File: src/tpft_pkg.sv
// Shared types, constants and helpers for the topic prefix filter table.
`timescale 1ns / 1ps

package tpft_pkg;

  // Defaults for top-level parameters
  localparam int TABLE_ENTRIES_DEF = 16;
  localparam int KEY_BYTES_DEF     = 8;
  localparam int QUEUE_DEPTH_DEF   = 2;

  // Fixed field widths
  localparam int KEY_BITS    = 64;
  localparam int LEN_W       = 4;
  localparam int TYPE_W      = 2;
  localparam int IN_TDATA_W  = 72;
  localparam int OUT_TDATA_W = 8;

  // Request kinds as carried in tuser
  typedef enum logic [TYPE_W-1:0] {
    REQ_MATCH       = 2'd0,
    REQ_SUBSCRIBE   = 2'd1,
    REQ_UNSUBSCRIBE = 2'd2,
    REQ_NONE        = 2'd3
  } req_kind_t;

  // Result status codes
  typedef enum logic [1:0] {
    ST_OK        = 2'd0,
    ST_NOT_FOUND = 2'd1,
    ST_FULL      = 2'd2
  } status_t;

  // Back-end sequencer states
  typedef enum logic [1:0] {
    SEQ_IDLE   = 2'd0,
    SEQ_SCAN   = 2'd1,
    SEQ_DRAIN  = 2'd2,
    SEQ_COMMIT = 2'd3
  } seq_state_t;

  // Classified request: length clamped, bytes past the length zeroed
  typedef struct packed {
    req_kind_t             kind;
    logic [KEY_BITS-1:0]   bytes;
    logic [LEN_W-1:0]      len;
  } req_t;

  // Mask over the leading len bytes, first byte in the top bits
  function automatic logic [KEY_BITS-1:0] head_mask(input logic [LEN_W-1:0] len);
    logic [KEY_BITS-1:0] m;
    m = '0;
    for (int b = 0; b < KEY_BITS / 8; b++) begin
      if (LEN_W'(b) < len) begin
        m[KEY_BITS-1-8*b -: 8] = 8'hFF;
      end
    end
    return m;
  endfunction

endpackage

File: src/topic_prefix_filter_table_unit.sv
// Top level of the topic prefix filter table.
// The table walker handles one request at a time: it scans every entry through the
//   single read port of the topic memory and commits the result before it pops the
//   next request; a stalled output holds the commit.
// The input queue holds up to QUEUE_DEPTH requests while a walk is in progress.
// Reset clears valid marks, queue and sequencer; topic memory is not swept.
`timescale 1ns / 1ps

module topic_prefix_filter_table_unit
  import tpft_pkg::*;
#(
  parameter int TABLE_ENTRIES = TABLE_ENTRIES_DEF,
  parameter int KEY_BYTES     = KEY_BYTES_DEF,
  parameter int QUEUE_DEPTH   = QUEUE_DEPTH_DEF
) (
  input  logic                   clk,
  input  logic                   rst_n,
  input  logic                   in_tvalid,
  output logic                   in_tready,
  input  logic [IN_TDATA_W-1:0]  in_tdata,   // key_bytes[63:0], key_len[67:64], zero pad
  input  logic [TYPE_W-1:0]      in_tuser,   // req_type[1:0]
  output logic                   out_tvalid,
  input  logic                   out_tready,
  output logic [OUT_TDATA_W-1:0] out_tdata   // matched[0], status[2:1], zero pad
);

  logic    push_valid, push_ready;
  req_t    push_req;
  logic    pop_valid, pop;
  req_t    pop_req;
  logic    res_matched;
  status_t res_status;

  // Classify requests
  tpft_front #(
    .KEY_BYTES (KEY_BYTES)
  ) u_front (
    .in_valid   (in_tvalid),
    .in_ready   (in_tready),
    .req_type   (in_tuser),
    .key_bytes  (in_tdata[KEY_BITS-1:0]),
    .key_len    (in_tdata[KEY_BITS +: LEN_W]),
    .push_valid (push_valid),
    .push_ready (push_ready),
    .push_req   (push_req)
  );

  // Decoupling queue
  tpft_queue #(
    .DEPTH (QUEUE_DEPTH)
  ) u_queue (
    .clk        (clk),
    .rst_n      (rst_n),
    .push_valid (push_valid),
    .push_ready (push_ready),
    .push_req   (push_req),
    .pop_valid  (pop_valid),
    .pop        (pop),
    .pop_req    (pop_req)
  );

  // Table walker
  tpft_back #(
    .TABLE_ENTRIES (TABLE_ENTRIES),
    .KEY_BYTES     (KEY_BYTES)
  ) u_back (
    .clk         (clk),
    .rst_n       (rst_n),
    .q_valid     (pop_valid),
    .q_req       (pop_req),
    .q_pop       (pop),
    .out_valid   (out_tvalid),
    .out_ready   (out_tready),
    .out_matched (res_matched),
    .out_status  (res_status)
  );

  assign out_tdata = {{(OUT_TDATA_W - 3){1'b0}}, res_status, res_matched};

endmodule

File: src/tpft_front.sv
// Front end: classifies incoming requests and hands them to the queue.
`timescale 1ns / 1ps

module tpft_front
  import tpft_pkg::*;
#(
  parameter int KEY_BYTES = KEY_BYTES_DEF
) (
  input  logic                in_valid,
  output logic                in_ready,
  input  logic [TYPE_W-1:0]   req_type,
  input  logic [KEY_BITS-1:0] key_bytes,
  input  logic [LEN_W-1:0]    key_len,
  output logic                push_valid,
  input  logic                push_ready,
  output req_t                push_req
);

  logic [LEN_W-1:0] len_clamped;

  // Saturate length at the key size
  always_comb begin
    if (key_len > LEN_W'(KEY_BYTES)) begin
      len_clamped = LEN_W'(KEY_BYTES);
    end else begin
      len_clamped = key_len;
    end
  end

  // Build the classified request
  always_comb begin
    push_req.kind  = req_kind_t'(req_type);
    push_req.len   = len_clamped;
    push_req.bytes = key_bytes & head_mask(len_clamped);
  end

  assign push_valid = in_valid;
  assign in_ready   = push_ready;

endmodule

File: src/tpft_queue.sv
// Short request queue between front end and table walker.
`timescale 1ns / 1ps

module tpft_queue
  import tpft_pkg::*;
#(
  parameter int DEPTH = QUEUE_DEPTH_DEF
) (
  input  logic clk,
  input  logic rst_n,
  input  logic push_valid,
  output logic push_ready,
  input  req_t push_req,
  output logic pop_valid,
  input  logic pop,
  output req_t pop_req
);

  localparam int PTR_W = (DEPTH > 1) ? $clog2(DEPTH) : 1;
  localparam int CNT_W = $clog2(DEPTH + 1);

  req_t             slot_r [DEPTH];
  logic [PTR_W-1:0] wr_ptr_r, wr_ptr_nxt;
  logic [PTR_W-1:0] rd_ptr_r, rd_ptr_nxt;
  logic [CNT_W-1:0] count_r, count_nxt;
  logic             do_push, do_pop;

  assign push_ready = (count_r != CNT_W'(DEPTH));
  assign pop_valid  = (count_r != '0);
  assign do_push    = push_valid && push_ready;
  assign do_pop     = pop && pop_valid;
  assign pop_req    = slot_r[rd_ptr_r];

  // Pointer and count update
  always_comb begin
    wr_ptr_nxt = wr_ptr_r;
    rd_ptr_nxt = rd_ptr_r;
    count_nxt  = count_r;
    if (do_push) begin
      wr_ptr_nxt = (wr_ptr_r == PTR_W'(DEPTH - 1)) ? '0 : wr_ptr_r + 1'b1;
    end
    if (do_pop) begin
      rd_ptr_nxt = (rd_ptr_r == PTR_W'(DEPTH - 1)) ? '0 : rd_ptr_r + 1'b1;
    end
    if (do_push && !do_pop) begin
      count_nxt = count_r + 1'b1;
    end else if (do_pop && !do_push) begin
      count_nxt = count_r - 1'b1;
    end
  end

  always_ff @(posedge clk) begin
    if (!rst_n) begin
      wr_ptr_r <= '0;
      rd_ptr_r <= '0;
      count_r  <= '0;
    end else begin
      wr_ptr_r <= wr_ptr_nxt;
      rd_ptr_r <= rd_ptr_nxt;
      count_r  <= count_nxt;
    end
  end

  // Payload storage
  always_ff @(posedge clk) begin
    if (do_push) begin
      slot_r[wr_ptr_r] <= push_req;
    end
  end

endmodule

File: src/tpft_back.sv
// Back end: walks the topic table once per request and applies updates.
`timescale 1ns / 1ps

module tpft_back
  import tpft_pkg::*;
#(
  parameter int TABLE_ENTRIES = TABLE_ENTRIES_DEF,
  parameter int KEY_BYTES     = KEY_BYTES_DEF
) (
  input  logic    clk,
  input  logic    rst_n,
  input  logic    q_valid,
  input  req_t    q_req,
  output logic    q_pop,
  output logic    out_valid,
  input  logic    out_ready,
  output logic    out_matched,
  output status_t out_status
);

  localparam int KEY_W = 8 * KEY_BYTES;
  localparam int ENT_W = KEY_W + LEN_W;
  localparam int IDX_W = (TABLE_ENTRIES > 1) ? $clog2(TABLE_ENTRIES) : 1;

  // Table storage: valid bits in flops, topics in memory
  logic [TABLE_ENTRIES-1:0] valid_r, valid_nxt;
  logic [ENT_W-1:0]         mem [TABLE_ENTRIES];

  seq_state_t       state_r, state_nxt;
  req_t             cur_r;
  logic [IDX_W-1:0] addr_r;
  logic             cmp_vld_r;
  logic [IDX_W-1:0] cmp_idx_r;
  logic [KEY_W-1:0] rd_bytes_r;
  logic [LEN_W-1:0] rd_len_r;

  logic             hit_r, hit_nxt;
  logic             found_r, found_nxt;
  logic [IDX_W-1:0] found_idx_r, found_idx_nxt;
  logic             free_r, free_nxt;
  logic [IDX_W-1:0] free_idx_r, free_idx_nxt;

  logic             out_valid_r;
  logic             out_matched_r, out_matched_nxt;
  status_t          out_status_r, out_status_nxt;

  logic             scan_last;
  logic             rd_en;
  logic             commit;
  logic             mem_wr;

  logic [KEY_W-1:0]    cur_key;
  logic [KEY_BITS-1:0] tmask_full;
  logic [KEY_W-1:0]    tmask;
  logic                ent_valid;
  logic                is_exact;
  logic                is_hit;

  assign scan_last = (addr_r == IDX_W'(TABLE_ENTRIES - 1));

  // Next state
  always_comb begin
    state_nxt = state_r;
    case (state_r)
      SEQ_IDLE:   if (q_valid) state_nxt = SEQ_SCAN;
      SEQ_SCAN:   if (scan_last) state_nxt = SEQ_DRAIN;
      SEQ_DRAIN:  state_nxt = SEQ_COMMIT;
      SEQ_COMMIT: if (!out_valid_r || out_ready) state_nxt = SEQ_IDLE;
      default:    state_nxt = SEQ_IDLE;
    endcase
  end

  // Sequencer outputs
  always_comb begin
    q_pop  = 1'b0;
    rd_en  = 1'b0;
    commit = 1'b0;
    case (state_r)
      SEQ_IDLE:   q_pop  = q_valid;
      SEQ_SCAN:   rd_en  = 1'b1;
      SEQ_DRAIN:  ;
      SEQ_COMMIT: commit = !out_valid_r || out_ready;
      default:    ;
    endcase
  end

  // Per-entry compare on the registered read
  assign cur_key    = cur_r.bytes[KEY_BITS-1 -: KEY_W];
  assign tmask_full = head_mask(rd_len_r);
  assign tmask      = tmask_full[KEY_BITS-1 -: KEY_W];
  assign ent_valid  = valid_r[cmp_idx_r];
  assign is_exact   = ent_valid && (rd_len_r == cur_r.len) && (rd_bytes_r == cur_key);
  assign is_hit     = ent_valid && (rd_len_r <= cur_r.len) &&
                      ((rd_len_r == '0) || ((cur_key & tmask) == rd_bytes_r));

  // Walk accumulators
  always_comb begin
    hit_nxt       = hit_r;
    found_nxt     = found_r;
    found_idx_nxt = found_idx_r;
    free_nxt      = free_r;
    free_idx_nxt  = free_idx_r;
    if (q_pop) begin
      hit_nxt   = 1'b0;
      found_nxt = 1'b0;
      free_nxt  = 1'b0;
    end else if (cmp_vld_r) begin
      if (is_hit) hit_nxt = 1'b1;
      if (is_exact && !found_r) begin
        found_nxt     = 1'b1;
        found_idx_nxt = cmp_idx_r;
      end
      if (!ent_valid && !free_r) begin
        free_nxt     = 1'b1;
        free_idx_nxt = cmp_idx_r;
      end
    end
  end

  // Result and table update at commit
  always_comb begin
    valid_nxt       = valid_r;
    mem_wr          = 1'b0;
    out_matched_nxt = 1'b0;
    out_status_nxt  = ST_OK;
    case (cur_r.kind)
      REQ_MATCH: begin
        out_matched_nxt = hit_r;
      end
      REQ_SUBSCRIBE: begin
        if (!found_r) begin
          if (free_r) begin
            mem_wr = commit;
            if (commit) valid_nxt[free_idx_r] = 1'b1;
          end else begin
            out_status_nxt = ST_FULL;
          end
        end
      end
      REQ_UNSUBSCRIBE: begin
        if (found_r) begin
          if (commit) valid_nxt[found_idx_r] = 1'b0;
        end else begin
          out_status_nxt = ST_NOT_FOUND;
        end
      end
      default: ;
    endcase
  end

  // Control registers
  always_ff @(posedge clk) begin
    if (!rst_n) begin
      state_r     <= SEQ_IDLE;
      valid_r     <= '0;
      addr_r      <= '0;
      cmp_vld_r   <= 1'b0;
      hit_r       <= 1'b0;
      found_r     <= 1'b0;
      free_r      <= 1'b0;
      out_valid_r <= 1'b0;
    end else begin
      state_r   <= state_nxt;
      valid_r   <= valid_nxt;
      cmp_vld_r <= rd_en;
      hit_r     <= hit_nxt;
      found_r   <= found_nxt;
      free_r    <= free_nxt;
      if (q_pop) begin
        addr_r <= '0;
      end else if (rd_en && !scan_last) begin
        addr_r <= addr_r + 1'b1;
      end
      if (commit) begin
        out_valid_r <= 1'b1;
      end else if (out_ready) begin
        out_valid_r <= 1'b0;
      end
    end
  end

  // Payload registers
  always_ff @(posedge clk) begin
    if (q_pop) begin
      cur_r <= q_req;
    end
    cmp_idx_r   <= addr_r;
    found_idx_r <= found_idx_nxt;
    free_idx_r  <= free_idx_nxt;
    if (commit) begin
      out_matched_r <= out_matched_nxt;
      out_status_r  <= out_status_nxt;
    end
  end

  // Topic memory: one write port, one registered read port
  always_ff @(posedge clk) begin
    if (mem_wr) begin
      mem[free_idx_r] <= {cur_key, cur_r.len};
    end
    if (rd_en) begin
      {rd_bytes_r, rd_len_r} <= mem[addr_r];
    end
  end

  assign out_valid   = out_valid_r;
  assign out_matched = out_matched_r;
  assign out_status  = out_status_r;

endmodule

File: config.mk
export PLATFORM = sky130hd
export DESIGN_NAME = topic_prefix_filter_table_unit
export DESIGN_NICKNAME = d
export VERILOG_FILES = /design/src/tpft_pkg.sv /design/src/topic_prefix_filter_table_unit.sv /design/src/tpft_front.sv /design/src/tpft_queue.sv /design/src/tpft_back.sv
export SDC_FILE = /design/constraint.sdc
export NUM_CORES = 2
export LEC_CHECK = 0
export BUFFER_PORTS_ARGS = -buffer_cell sky130_fd_sc_hd__buf_2
export CAP_MARGIN = 10
export CORE_MARGIN = 4
export CORE_UTILIZATION = 65
export CTS_BUF_LIST = sky130_fd_sc_hd__clkbuf_8
export DETAILED_ROUTE_END_ITERATION = 6
export GPL_TIMING_DRIVEN = 0
export PLACE_DENSITY = 0.82
export SYNTH_ARGS = -nofsm -noshare
export SYNTH_HDL_FRONTEND = slang
export SYNTH_SLANG_ARGS = --single-unit
File: constraint.sdc
create_clock -name clk -period 6.8 [get_ports clk]
set_clock_uncertainty 0.1 [all_clocks]
set_input_delay 1.36 -clock clk [delete_from_list [all_inputs] [get_ports clk]]
set_output_delay 1.36 -clock clk [all_outputs]
set_load 0.05 [all_outputs]
# Yosys cells after proc, flatten, opt, wreduce, memory -nomap -nowiden
# Memories as Yosys holds them, arrays and structs flattened. A register that Yosys moved wholly into a read port is not among the register bits.
# Cells that the tools add are included.
[op_classes]
add_sub_neg = 5
n_lt_le_gt_ge = 23
eq_ne = 18
n_mux = 53
bitwise = 7
reduce_logical = 37
[op_table]
columns = ["operator", "n"]
rows = [
  ["AND 64 bit", 2],
  ["equality test 64 bit", 2],
  ["2-to-1 mux 8 bit", 16],
  ["2-to-1 mux 16 bit", 5],
  ["less-than comparator 3 x 4 -> 1 bit (first input constant)", 8],
  ["case mux 16 bit (2 select lines)", 1],
  ["2-to-1 mux 1 bit", 18],
  ["AND 16 bit", 1],
  ["less-than comparator 1 x 4 -> 1 bit (first input constant)", 4],
  ["less-than comparator 2 x 4 -> 1 bit (first input constant)", 4],
  ["NOT 16 bit", 1],
  ["bitwise OR 16 bit", 1],
  ["less-than comparator 4 x 5 -> 1 bit (second input constant)", 3],
  ["2-to-1 mux 2 bit", 7],
  ["inequality test 2 x 1 -> 1 bit (second input constant)", 7],
  ["logical AND 1 bit", 13],
  ["AND reduction 3 bit", 3],
  ["demux 1 bit (select 4 bit)", 2],
  ["greater-or-equal comparator 4 x 1 -> 1 bit (second input constant)", 2],
  ["case mux 2 bit (4 select lines)", 1],
  ["nonzero test 2 bit", 4],
  ["logical NOT 1 bit", 7],
  ["equality test 2 bit (second input constant)", 3],
  ["AND reduction 2 bit", 3],
  ["19 further kinds", 25],
]
[totals]
regBits = 46
ramBits = 1228
out_inout_bits = 10
memories = 2
[mem_list]
columns = ["name", "depth", "width", "read_ports", "rd_clocked_by_memory_dff", "write_ports", "line", "text"]
rows = [
  ["u_back.mem", 16, 68, 1, 1, 1, "tpft_back.sv:27", "logic [ENT_W-1:0] mem [TABLE_ENTRIES];"],
  ["u_queue.slot_r", 2, 70, 1, 1, 1, "tpft_queue.sv:22", "req_t slot_r [DEPTH];"],
]

# Logic depth before layout (Yosys ltp)
[depth]
depth_word = 9
depth_mapped = 10

# Hierarchy
# Synthesis repeated with hierarchy kept, for this count alone.
[unflattened]
cells_unflattened = 2422
area_unflattened_um2 = 54076.9
[modules_own_cells]
columns = ["mod", "instances", "cells_each", "area_each_um2"]
rows = [
  ["tpft_back", 1, 2091, 48210.0],
  ["tpft_queue", 1, 242, 5275.1],
  ["tpft_front", 1, 82, 543.0],
  ["topic_prefix_filter_table_unit", 1, 7, 48.8],
]

# Worst setup path before layout
# Ideal clock, no wire load.
[synth_path]
path_type = "input to register"
start = "input port out_tready"
end = "memory u_back.mem[15][0] in the netlist's numbering, enable pin"
setup_ns = 0.495
arrival_ns = 4.746
t_required_ns = 6.205
path_slack_ns = 1.459
cell_stages = 5
path_buffers = 0
cell_sequence = "nand2b_1 > nand2_1 > nor2_1 > nand3_1 > nor2_1"
[synth_between]
elab_chain_len = 7
[synth_rtl]
columns = ["item", "line", "text"]
rows = [
  ["from (decl)", "topic_prefix_filter_table_unit.sv:23", "input logic out_tready,"],
  ["logical OR 1 bit", "tpft_back.sv:82", "SEQ_COMMIT: commit = !out_valid_r || out_ready;"],
  ["2-to-1 mux 1 bit", "tpft_back.sv:78", "case (state_r)"],
  ["2-to-1 mux 1 bit", "tpft_back.sv:132", "if (free_r) begin"],
  ["2-to-1 mux 1 bit", "tpft_back.sv:131", "if (!found_r) begin"],
  ["2-to-1 mux 1 bit", "tpft_back.sv:126", "case (cur_r.kind)"],
  ["2-to-1 mux 1 bit", "tpft_back.sv:198", "if (mem_wr) begin"],
  ["2-to-1 mux 1 bit (not written as such)", "tpft_back.sv:199", "mem[free_idx_r] <= {cur_key, cur_r.len};"],
  ["to (decl)", "tpft_back.sv:27", ""],
]
# No other way between the ends.

# Worst setup path in the final report
[layout_path]
start = "register, netlist name u_back.cur_key[62]"
end = "register u_back.found_idx_r[3], enable pin"
[layout_between]
elab_chain_len = 4
[layout_rtl]
columns = ["item", "line", "text"]
rows = [
  ["equality test 64 bit", "tpft_back.sv:92", "assign is_exact = ent_valid && (rd_len_r == cur_r.len) && (rd_bytes_r == cur_key);"],
  ["logical AND 1 bit", "tpft_back.sv:92", ""],
  ["logical AND 1 bit", "tpft_back.sv:109", "if (is_exact && !found_r) begin"],
  ["AND reduction 3 bit (no source line)", "n/a", ""],
  ["to (signal assigned)", "tpft_back.sv:188", "found_idx_r <= found_idx_nxt;"],
  ["to (decl)", "tpft_back.sv:39", "logic [IDX_W-1:0] found_idx_r, found_idx_nxt;"],
]
# No other way between the ends.
# A chain may end at the register's enable or synchronous reset.

==> summary.txt <==
Status
  – Status: finished, final reports clean

Power and ir drop
  – PD cells: 369.0 nW/um2
  – LEAKAGE: 19.32 nW
  – Total Power: roughly 22 mW
  – VDD IR max: 249.1 uV

Flow run
  – Max-cap violations: 0

Setup path
  – Cell chain of the critical path: nor2b_1 > or4_1 > a2111oi_0 > nand4_1 > nor4_1 > nand4_1 > nor2_1
  – CP endpoint kind: flop
  – Critical setup path kind: reg2reg
  – Critical Path Slowest Stage Cell: edfxtp_1
  – Reg2reg setup slack: about 2.9 ns
  – CP max FO: 18
  – Cell with the most instances on the worst path: nand4_1
  – Critical Path AT: 4.35 ns
  – Reg2reg path depth: 7
  – Critical Path Max Stage Delay: 0.78 ns
  – Worst Path Required: 7.21 ns
  – Reg2reg start: u_back.cur_key[62]$_DFFE_PP_
  – R2R Path End: u_back.found_idx_r[3]$_DFFE_PP_
  – Worst Setup Start Kind: flop

STA
  – Fmax: 253.8 MHz
  – Final setup viols: 0
  – Worst hold margin: 0.2841 ns
  – Worst Tran Pin Value: 1.282 ns
  – Final hold vios: 0
  – Fin. max-slew vios: 0
  – RSZ-0062 raised after global routing: false
  – Period minus WS final: slightly below 4 ns
  – Final period utilization: 0.5795
  – Slew HR: 0.1450
  – Setup slack after layout: 2.859 ns
  – Setup TNS: 0 ns

Finish
  – Layout cells sized above 1: 0.2896
  – Post-Layout Cell Count: 4035
  – Final Util: 0.7402
  – Final Cell Area: 60970 um2
  – Layout area overhead: 12.63%
  – Final #Nets: 2890

Routing
  – DR vias: 27580
  – Drt first pass iters: 6
  – Vias per cell: 6.836
  – Iter 0 DRT Violations: 4458
  – Wirelength per Cell: 32.92 um
  – Antenna viol nets, final: 0
  – Drt drc: 0
  – Total wire length: 132.9 mm

Synthesis
  – Synthesized cell area: 54140 um2
  – Register area share after synthesis: 0.7767
  – Yosys top cell by area: edfxtp_1
  – Simple-gate share of the synthesized area: 0.03289
  – Post-synthesis mux area share: 0.1584
  – XOR/XNOR share of the synthesized area: 0.001132
  – Async SR Flop Fraction: 0
  – Synth top area share: 0.7638
  – Largest family of logic cells by synthesized area: multiplexers
  – Total of warnings raised by yosys: 0
  – Synth Area in Compound Gates: 0.01479
  – Top post-synthesis cells by area: edfxtp_1 76%, mux4_2 14%, mux2_2 1.5%
  – Primary FF master, synth: edfxtp_1
  – Distinct cell type count after synthesis: between 50 and 60
  – Post-synthesis cell count: 2453
  – Mean Syn Cell Area: 22.07 um2
  – Post-Synth Adder-Cell Area: 0.003235
  – Number of synthesized flops with an enable pin: 1377
  – Seq cells post-synth: around 1400

Hold path
  – Worst min-delay path startpoint: u_back.addr_r[0]$_SDFFE_PP0P_
  – Worst hold path class: reg2reg
  – Hold endpoint: u_back.cmp_idx_r[0]$_DFF_P_
  – Min-Delay Path Depth: 0

Placement
  – GP Congestion: between 0.9 and 1
  – Placed cells: 3659
  – Pre-CTS WS: 2.735 ns
  – Placed Area: 57240 um2
  – Post-DP HPWL: 85.31 mm
  – Port buffer count: 77

Floorplanning
  – Top-level port count: 88
  – Core area: slightly above 80000 um2
  – Die height: between 200 and 300 um
  – Die X: ~300 um
  – Initial core utilization: 0.6572
  – Die Area: 87970 um2
  – Row Count: 105

CTS
  – H-tree Lvls: 4
  – Clock Latency Late Sink: around 0.89 ns
  – Max Buffers Root-to-Sink: 3
  – TritonCTS clock tree: built
  – Post-CTS sizing: 0
  – Post-CTS setup buffers: 0
  – Clock sink count: approximately 1400
  – Number of buffers created by CTS: 206
  – Root buf cell: clkbuf_8
  – Clock Pin Slew Worst Setup and Hold Paths: 0.07 ns
  – CTS hold repair buffers: 0

Global route
  – Gr usage total: 0.3120
  – Grt total ovfl: 0
  – Initial antenna violation count: 3
  – Global-route wire length before repair: 192.9 mm
  – Pin count of the biggest net entering global routing: 62
  – Vias in the first global route: ~29000
[layout make-up]
cell class                      count  area, um2
Clock inverter                    162      814.5
Multi-Input combinational cell    876      11570
Sequential cell                  1412      42050
Clock buffer                      211       2904
Inverter                           65      246.5
Antenna cell                        2      5.005
Timing Repair Buffer              133       1600
Fill cell                        4115      21400
Buffer                            104      445.4
Tap cell                         1070       1339
[layer usage]
layer | vias up | wire, um | global-route usage
met2 | 2085 | 66490 | 0.5039
met5 | - | 13 | 0
met1 | 14210 | 45940 | 0.4215
met4 | 2 | 5301 | 0.1256
met3 | 333 | 15100 | 0.07585
li1 | 10960 | - | -
[logic make-up (layout without fill, tap and decap cells)]
group	count (synthesis)	in the layout
AND/OR/NAND/NOR	315	315
other	1	7
multiplexers	417	417
buffers and inverters	169	675
flip-flops	1412	1412
AO/OA/AOI/OAI	118	118
XOR/XNOR	7	7
adder cells (fa/ha/maj)	14	14
[report_power, final]
| part | leakage, nW | internal [mW] | switching [mW] |
|---|---|---|---|
| registers | 12.8 | 11.2 | 1.26 |
| logic | 4.34 | 1.69 | 2.14 |
| clock network | 2.19 | 2.98 | 3.20 |
[critical path, delay by kind of cell, from the launching register on]
kind            cells  cell delay, ns
simple gates        6            2.23
flops               1            0.78
compound gates      1            0.44
[state kept, by name (all words and copies together) (netlist names), 6 cells and up]
register	cells
u_back.mem	1088
u_back.cur_key	64
u_back.rd_bytes_r	64
u_queue.slot_r	140
u_back.valid_r	16
u_back.cur_r	6
[placed cells by master, fill, tap and decap left out, types with 16 or more instances in the layout]
cell,netlist,routed
buf_2,26,103
mux4_2,345,345
buf_12,0,35
dfxtp_1,35,35
clkbuf_8,0,211
nand2_1,21,21
o21ai_0,23,23
nor2_1,62,45
clkbuf_1,68,68
nand4_1,16,16
clkinv_2,0,17
and2_1,19,19
clkinv_1,0,55
nor2b_1,105,105
edfxtp_1,1377,1377
mux2_2,70,70
inv_1,64,140
nor4_1,24,23
a21oi_1,24,23
o22ai_1,19,19
nor2_4,0,17
buf_16,0,18
nor3_1,19,19
[worst max path at each step]
stage | startpoint | to | slack (ns) | cells after the start
floorplan | out_tready | u_back.mem[15][0]$_DFFE_PP_ | 1.46 | 5
detailed placement | out_tready | u_back.mem[15][29]$_DFFE_PP_ | 2.74 | 8
CTS | u_back.cur_key[62]$_DFFE_PP_ | u_back.found_idx_r[3]$_DFFE_PP_ | 2.95 | 7
finish | u_back.cur_key[62]$_DFFE_PP_ | u_back.found_idx_r[3]$_DFFE_PP_ | 2.86 | 7
global placement | out_tready | u_back.mem[12][29]$_DFFE_PP_ | -2.27 | 6
global route | u_back.cur_key[62]$_DFFE_PP_ | u_back.found_idx_r[3]$_DFFE_PP_ | 2.80 | 7
[cells in the mapped netlist (all sizes together), types with 7 or more instances]
library cell / instances
o221a: 7
o21ai: 23
inv: 65
nor3: 19
or4: 9
nand4: 16
and2: 19
o22ai: 19
mux2: 70
edfxtp: 1377
nor2b: 105
mux4: 345
nand2b: 13
dfxtp: 35
nand2: 21
nor4: 24
a21oi: 24
clkbuf: 68
a22oi: 11
nor2: 62
ha: 14
buf: 36
(Power assumes the default switching activity.)
